## src/hdl/haversine_distance_range_check_top_assert.svh

```systemverilog
// assertion macros shared by the block's modules
// each macro expects clk_i and rst_ni in scope
`ifndef HAVERSINE_DISTANCE_RANGE_CHECK_TOP_ASSERT_SVH
`define HAVERSINE_DISTANCE_RANGE_CHECK_TOP_ASSERT_SVH

// same-cycle implication
`define HDRC_ASSERT_NOW(lbl, ante, cons, msg) \
  lbl: assert property (@(posedge clk_i) disable iff (!rst_ni) (ante) |-> (cons)) \
    else $error(msg);

// next-cycle implication
`define HDRC_ASSERT_NEXT(lbl, ante, cons, msg) \
  lbl: assert property (@(posedge clk_i) disable iff (!rst_ni) (ante) |=> (cons)) \
    else $error(msg);

`endif

```

## src/hdl/hdrc_pkg.sv

```systemverilog
package hdrc_pkg;

  localparam int STEP_W = 5;
  typedef logic [STEP_W-1:0] step_t;

  // angle selects for the four sine/cosine passes
  localparam logic [1:0] ANG_HLAT = 2'd0;
  localparam logic [1:0] ANG_HLON = 2'd1;
  localparam logic [1:0] ANG_LAT1 = 2'd2;
  localparam logic [1:0] ANG_LAT2 = 2'd3;

  localparam step_t RED_LAST = step_t'(9);
  localparam step_t SQ_LAST  = step_t'(31);

  localparam logic signed [33:0] CORDIC_INV_GAIN = 34'sd652032874;
  localparam logic signed [33:0] DEG2RAD_Q32     = 34'sd74961321;
  localparam logic [60:0]        Q60_ONE         = 61'h1000_0000_0000_0000;
  localparam logic [24:0]        DIST_MAX        = 25'h1FF_FFFF;
  localparam logic [22:0]        RADIUS_RESET    = 23'd6371000;

  typedef enum logic [4:0] {
    OP_NONE, OP_ACCEPT, OP_ANG_LOAD, OP_ANG_RED, OP_ANG_FOLD, OP_RAD_MUL, OP_RAD_SET,
    OP_ROT, OP_ROT_SAVE, OP_V1_MUL, OP_V1_SET, OP_V2_MUL, OP_V2_SET, OP_VV_MUL,
    OP_SS_MUL, OP_A_SET, OP_SQ_INIT, OP_SQ_STEP, OP_SQ_SAVE, OP_VEC_STEP, OP_D_MUL,
    OP_D_SET, OP_LOAD_OUT
  } op_e;

  typedef enum logic [4:0] {
    S_IDLE, S_ANG_LOAD, S_ANG_RED, S_ANG_FOLD, S_RAD_MUL, S_RAD_SET, S_ROT, S_ROT_SAVE,
    S_V1_MUL, S_V1_SET, S_V2_MUL, S_V2_SET, S_VV_MUL, S_SS_MUL, S_A_SET, S_SQ_INIT,
    S_SQ_STEP, S_SQ_SAVE, S_VEC_STEP, S_D_MUL, S_D_SET, S_OUT
  } state_e;

  typedef struct packed {
    op_e        op;
    logic [1:0] ang_sel;
    logic       sq_sel;
    step_t      step;
  } dp_cmd_t;

  typedef struct packed {
    logic have_fix;
  } dp_stat_t;

  // atan(2^-i) in Q30
  function automatic logic signed [33:0] atan_q30(input logic [4:0] i);
    logic signed [33:0] v;
    unique case (i)
      5'd0:    v = 34'sd843314857;
      5'd1:    v = 34'sd497837830;
      5'd2:    v = 34'sd263043837;
      5'd3:    v = 34'sd133525159;
      5'd4:    v = 34'sd67021687;
      5'd5:    v = 34'sd33543516;
      5'd6:    v = 34'sd16775851;
      5'd7:    v = 34'sd8388437;
      5'd8:    v = 34'sd4194283;
      5'd9:    v = 34'sd2097149;
      5'd10:   v = 34'sd1048576;
      default: v = signed'(34'd1073741824 >> i);
    endcase
    return v;
  endfunction

endpackage

```

## src/hdl/hdrc_ctrl.sv

```systemverilog
module hdrc_ctrl #(
  parameter int CORDIC_ITERATIONS = 24
) (
  input  logic              clk_i,
  input  logic              rst_ni,
  input  logic              in_valid_i,
  input  logic              in_query_i,
  output logic              in_ready_o,
  output logic              out_valid_o,
  input  logic              out_ready_i,
  input  hdrc_pkg::dp_stat_t stat_i,
  output hdrc_pkg::dp_cmd_t  cmd_o
);
  import hdrc_pkg::*;

  localparam step_t ITER_LAST = step_t'(CORDIC_ITERATIONS - 1);

  state_e     state_q, state_d;
  step_t      step_q, step_d;
  logic [1:0] sel_q, sel_d;
  logic       sq_sel_q, sq_sel_d;
  logic       out_valid_q, out_valid_d;
  logic       load_out;

  assign load_out = (state_q == S_OUT) && (!out_valid_q || out_ready_i);

  // next state and sequencing counters
  always_comb begin
    state_d     = state_q;
    step_d      = step_q;
    sel_d       = sel_q;
    sq_sel_d    = sq_sel_q;
    out_valid_d = out_valid_q;
    if (load_out) begin
      out_valid_d = 1'b1;
    end else if (out_ready_i) begin
      out_valid_d = 1'b0;
    end
    unique case (state_q)
      S_IDLE: begin
        if (in_valid_i) begin
          sel_d   = ANG_HLAT;
          state_d = (in_query_i && stat_i.have_fix) ? S_ANG_LOAD : S_OUT;
        end
      end
      S_ANG_LOAD: begin
        step_d  = RED_LAST;
        state_d = S_ANG_RED;
      end
      S_ANG_RED: begin
        if (step_q == '0) begin
          state_d = S_ANG_FOLD;
        end else begin
          step_d = step_q - step_t'(1);
        end
      end
      S_ANG_FOLD: state_d = S_RAD_MUL;
      S_RAD_MUL:  state_d = S_RAD_SET;
      S_RAD_SET: begin
        step_d  = '0;
        state_d = S_ROT;
      end
      S_ROT: begin
        if (step_q == ITER_LAST) begin
          state_d = S_ROT_SAVE;
        end else begin
          step_d = step_q + step_t'(1);
        end
      end
      S_ROT_SAVE: begin
        if (sel_q == ANG_LAT2) begin
          state_d = S_V1_MUL;
        end else begin
          sel_d   = sel_q + 2'd1;
          state_d = S_ANG_LOAD;
        end
      end
      S_V1_MUL: state_d = S_V1_SET;
      S_V1_SET: state_d = S_V2_MUL;
      S_V2_MUL: state_d = S_V2_SET;
      S_V2_SET: state_d = S_VV_MUL;
      S_VV_MUL: state_d = S_SS_MUL;
      S_SS_MUL: state_d = S_A_SET;
      S_A_SET: begin
        sq_sel_d = 1'b0;
        state_d  = S_SQ_INIT;
      end
      S_SQ_INIT: begin
        step_d  = '0;
        state_d = S_SQ_STEP;
      end
      S_SQ_STEP: begin
        if (step_q == SQ_LAST) begin
          state_d = S_SQ_SAVE;
        end else begin
          step_d = step_q + step_t'(1);
        end
      end
      S_SQ_SAVE: begin
        if (!sq_sel_q) begin
          sq_sel_d = 1'b1;
          state_d  = S_SQ_INIT;
        end else begin
          step_d  = '0;
          state_d = S_VEC_STEP;
        end
      end
      S_VEC_STEP: begin
        if (step_q == ITER_LAST) begin
          state_d = S_D_MUL;
        end else begin
          step_d = step_q + step_t'(1);
        end
      end
      S_D_MUL: state_d = S_D_SET;
      S_D_SET: state_d = S_OUT;
      S_OUT: begin
        if (load_out) begin
          state_d = S_IDLE;
        end
      end
      default: state_d = S_IDLE;
    endcase
  end

  // datapath commands
  always_comb begin
    cmd_o.ang_sel = sel_q;
    cmd_o.sq_sel  = sq_sel_q;
    cmd_o.step    = step_q;
    unique case (state_q)
      S_IDLE:     cmd_o.op = in_valid_i ? OP_ACCEPT : OP_NONE;
      S_ANG_LOAD: cmd_o.op = OP_ANG_LOAD;
      S_ANG_RED:  cmd_o.op = OP_ANG_RED;
      S_ANG_FOLD: cmd_o.op = OP_ANG_FOLD;
      S_RAD_MUL:  cmd_o.op = OP_RAD_MUL;
      S_RAD_SET:  cmd_o.op = OP_RAD_SET;
      S_ROT:      cmd_o.op = OP_ROT;
      S_ROT_SAVE: cmd_o.op = OP_ROT_SAVE;
      S_V1_MUL:   cmd_o.op = OP_V1_MUL;
      S_V1_SET:   cmd_o.op = OP_V1_SET;
      S_V2_MUL:   cmd_o.op = OP_V2_MUL;
      S_V2_SET:   cmd_o.op = OP_V2_SET;
      S_VV_MUL:   cmd_o.op = OP_VV_MUL;
      S_SS_MUL:   cmd_o.op = OP_SS_MUL;
      S_A_SET:    cmd_o.op = OP_A_SET;
      S_SQ_INIT:  cmd_o.op = OP_SQ_INIT;
      S_SQ_STEP:  cmd_o.op = OP_SQ_STEP;
      S_SQ_SAVE:  cmd_o.op = OP_SQ_SAVE;
      S_VEC_STEP: cmd_o.op = OP_VEC_STEP;
      S_D_MUL:    cmd_o.op = OP_D_MUL;
      S_D_SET:    cmd_o.op = OP_D_SET;
      S_OUT:      cmd_o.op = load_out ? OP_LOAD_OUT : OP_NONE;
      default:    cmd_o.op = OP_NONE;
    endcase
  end

  assign in_ready_o  = (state_q == S_IDLE);
  assign out_valid_o = out_valid_q;

  // control registers
  always_ff @(posedge clk_i or negedge rst_ni) begin
    if (!rst_ni) begin
      state_q     <= S_IDLE;
      step_q      <= '0;
      sel_q       <= ANG_HLAT;
      sq_sel_q    <= 1'b0;
      out_valid_q <= 1'b0;
    end else begin
      state_q     <= state_d;
      step_q      <= step_d;
      sel_q       <= sel_d;
      sq_sel_q    <= sq_sel_d;
      out_valid_q <= out_valid_d;
    end
  end

`include "haversine_distance_range_check_top_assert.svh"

  `HDRC_ASSERT_NEXT(a_query_starts, (state_q == S_IDLE) && in_valid_i && in_query_i && stat_i.have_fix, (state_q == S_ANG_LOAD) && (sel_q == ANG_HLAT), "query with fix did not start")
  `HDRC_ASSERT_NOW(a_iter_bound, (state_q == S_ROT) || (state_q == S_VEC_STEP), step_q <= ITER_LAST, "cordic step out of range")
  `HDRC_ASSERT_NEXT(a_load_sets_valid, load_out, out_valid_q, "result load lost")

endmodule

```

## config.mk

```make
export PLATFORM = sky130hd
export DESIGN_NAME = hdrc_ctrl
export DESIGN_NICKNAME = d
export VERILOG_FILES = /design/src/hdl/hdrc_pkg.sv /design/src/hdl/hdrc_ctrl.sv
export VERILOG_INCLUDE_DIRS = /design/src /design/src/hdl
export SDC_FILE = /design/constraint.sdc
export NUM_CORES = 1
export LEC_CHECK = 0
export ABC_AREA = 1
export ABC_CLOCK_PERIOD_IN_PS = 3700
export BUFFER_PORTS_ARGS = -buffer_cell sky130_fd_sc_hd__clkbuf_2
export CAP_MARGIN = 20
export CORE_UTILIZATION = 56
export DETAILED_ROUTE_END_ITERATION = 10
export GPL_ROUTABILITY_DRIVEN = 0
export PLACE_DENSITY = 0.76
export SLEW_MARGIN = 20
export SYNTH_ARGS = -nofsm -noshare
export SYNTH_HDL_FRONTEND = slang
export SYNTH_SLANG_ARGS = --single-unit
```

## constraint.sdc

```tcl
create_clock -name clk_i -period 3.7 [get_ports clk_i]
set_input_delay 0.185 -clock clk_i [delete_from_list [all_inputs] [get_ports clk_i]]
set_output_delay 0.185 -clock clk_i [all_outputs]
set_load 0.02 [all_outputs]
```

==> results_dict.tcl <==
set metrics [dict create \
    num_vias 1403 \
    grt_pass1_wl_um 5580 \
    slew_headroom 0.728 \
    drive_gt1_frac 0.222 \
    dieHeight_um 50.4 \
    ir_drop_mv 0.621 \
    min-delay-start "out_ready_i" \
    slew_violations 0 \
    rsz0062_at_grt "no" \
    dp_hpwl_um 2730 \
    max_freq_mhz 464 \
    critPathBufInv 2 \
    hold_class "input port to flop" \
    slowest_delay_ns 0.45 \
    clock_latency_ns 0.28 \
    setup.worst_path.end_class "output pin" \
    fin_skew_ns 0.00900 \
    multiInputGateArea_um2 835 \
    yosysWarnings 0 \
    crit_arrival_ns 1.97 \
    placedCellCount 245 \
    synth.net_count 208 \
    area_delta_synth_final_pct 11.8 \
    row_count 17 \
    grt_max_degree 15 \
    grt_overflow 0 \
    crit_type "flop to output pin" \
    path_clk_slew_ns 0.08 \
    start_util 0.592 \
    min_period_over_period 0.582 \
    ios 21 \
    layout_min_cycle_time_ns 2.15 \
    cts_tree "done" \
    layout_commonest_cell "nand2_1" \
    via_per_inst 5.63 \
    drc 0 \
    stdcell_count 249 \
    slowest_stage "dfrtp_1" \
    max_cap_violations 0 \
    grt_usage 0.294 \
    syn_avg_cell_area_um2 6.58 \
    r2r-start "state_q[3]" \
    cp-start-kind "flop" \
    place_area_um2 1430 \
    cts_buffers 3 \
    seq_area_frac_synth 0.267 \
    nets 232 \
    postSynthCellCount 199 \
    r2r_setup_slack_ns 1.63 \
    die_w_um 50.4 \
    clock_path_buffers 2 \
    cts_root_buf "clkbuf_4" \
    p_leak_nw 0.754 \
    r2r_end "step_q[4]" \
    critPathLaunch "state_q[2]" \
    ys_ff_latch 14 \
    final_antenna_net_count 0 \
    final_cell_mix "53 x nand2_1, 25 x inv_1, 21 x nor2_1" \
    path_cells "inv_1, nor2_4, nand2_1, o21ai_0, nor2_1, nand4_1, clkbuf_2" \
    reg2reg_depth 13 \
    routedWlPerCell_um 13.6 \
    final_area_um2 1470 \
    syn_area_um2 1310 \
    final.setup.tns_ns 0 \
    worstMarginPinSlew_ns 0.404 \
    finalSetupViolations 0 \
    synth_cell_types 34 \
    required_ns 3.51 \
    nFillCells 208 \
    drt_iter0_drc 54 \
    htreeDepth 1 \
    grt_pass1_vias 1243 \
    synthTopCellsByArea "dfrtp_1 27%, nand2_1 15%, inv_1 7.2%" \
    dieArea_um2 2540 \
    whs_endpoint "out_valid_o" \
    synth_top_area_frac 0.267 \
    power_density_nw_per_um2 1080 \
    ff_latch_area_um2 350 \
    wl_um 3390 \
    critPathTopFamily "simple AND/OR/NAND/NOR gates" \
    hold_depth 4 \
    fp.coreArea_um2 2210 \
    antenna_found_initial 0 \
    n_antenna_cell 0 \
    status "completed" \
    port_buffers 20 \
    post_cts_buffers 0 \
    synth_top_area_cell "dfrtp_1" \
    crit_cells 7 \
    final_hold_viol_count 0 \
    crit_fanout 4 \
    drtPass1Iterations 4 \
    cts.sinks 14 \
]
==> worst max-delay path by stage <==
stage | end | slack (ns)
after floorplan | cmd_o[8] | 1.86
after global placement | step_q[4] | 1.77
after detailed placement | step_q[4] | 1.68
after CTS | cmd_o[8] | 1.57
after global routing | cmd_o[8] | 1.41
final | cmd_o[12] | 1.55
==> synthesized netlist by cell type <==
cell type  instances
nor4_1             1
nor2_4             3
buf_4              1
nand2_1           53
a21oi_1            4
nor3_1             7
o31ai_1            1
inv_1             25
nor3b_1            2
buf_2              1
dfrtp_1           14
nand3_4            1
nor2_1            21
a21oi_2            1
nor3_2             1
o21ai_2            1
o211ai_2           1
nand4_4            1
nand3_1           18
a21o_1             1
clkinv_1           1
o21ai_1            3
ha_1               3
nor2_2             4
nand2_2            5
and2_0             1
o22ai_1            1
o21ai_0            4
xor2_1             1
nand4_1            6
o2111ai_1          3
nand3_2            4
xnor2_1            1
inv_2              4
==> routing by layer <==
layer	GRT usage	vias up	routed length (um)
met5	0	-	0
met4	0.0694	0	25
met3	0.0182	4	201
met2	0.487	54	1560
met1	0.419	642	1600
li1	-	703	-
==> per-stage QoR <==
| stage | hold WS, ns | setup WS [ns] | power [mW] | util |
|---|---|---|---|---|
| final | 0.205 | 1.55 | 1.58 | 0.662 |
| after global routing | 0.240 | 1.41 | 1.72 | 0.662 |
| after global placement | 0.111 | 1.77 | 1.46 | 0.648 |
| after detailed placement | 0.116 | 1.68 | 1.48 | 0.648 |
| after floorplan | -0.111 | 1.86 | 1.20 | - |
| after CTS | 0.201 | 1.57 | 1.57 | 0.662 |
==> worst register-to-register path, cell delays in order, from the launching register on <==
cell and delay, ns:
dfrtp_1 0.50, nor2_4 0.24, nand3_2 0.16, nand3_2 0.19
inv_2 0.05, ha_1 0.33, nand4_1 0.11, nand2_1 0.05
inv_1 0.06, nand2_1 0.05, nand2_1 0.05, nand2_1 0.04
nand2_1 0.05, nand2_1 0.06
==> layout make-up <==
class	instances	area share
Inverter	30	0.0769
Clock buffer	3	0.0154
Multi-Input combinational cell	153	0.570
Timing Repair Buffer	21	0.0751
Sequential cell	14	0.239
Tap cell	28	0.0239
==> what timing repair did <==
action                                  4_1_cts  5_1_grt
endpoints found under the hold margin        14        0
hold buffers                                  1        0
resized for setup                             0        0
endpoints found under the setup margin        0        0
==> flip-flops by register name, summed over array words and instances, names as in the netlist <==
register     count
sq_sel_q         1
out_valid_o      1
step_q           5
sel_q            2
state_q          5
==> cell families (layout without fill, tap and decap cells) <==
logic type               count (synthesis)  count (layout)  synth area share
adder cells (fa/ha/maj)                  3               3            0.0287
AND/OR/NAND/NOR                        128             128             0.494
flip-flops                              14              14             0.267
XOR/XNOR                                 2               2            0.0134
buffers and inverters                   32              54            0.0955
AO/OA/AOI/OAI                           20              20             0.101
==> power by group <==
part | switching [mW] | total (mW) | internal, mW | leakage, nW
clock | 0.0473 | 0.0851 | 0.0377 | 0.0138
combinational | 0.779 | 1.16 | 0.385 | 0.565
sequential | 0.112 | 0.334 | 0.222 | 0.176
total | 0.938 | 1.58 | 0.645 | 0.754
No activity file was read; power rests on OpenSTA's default activity.
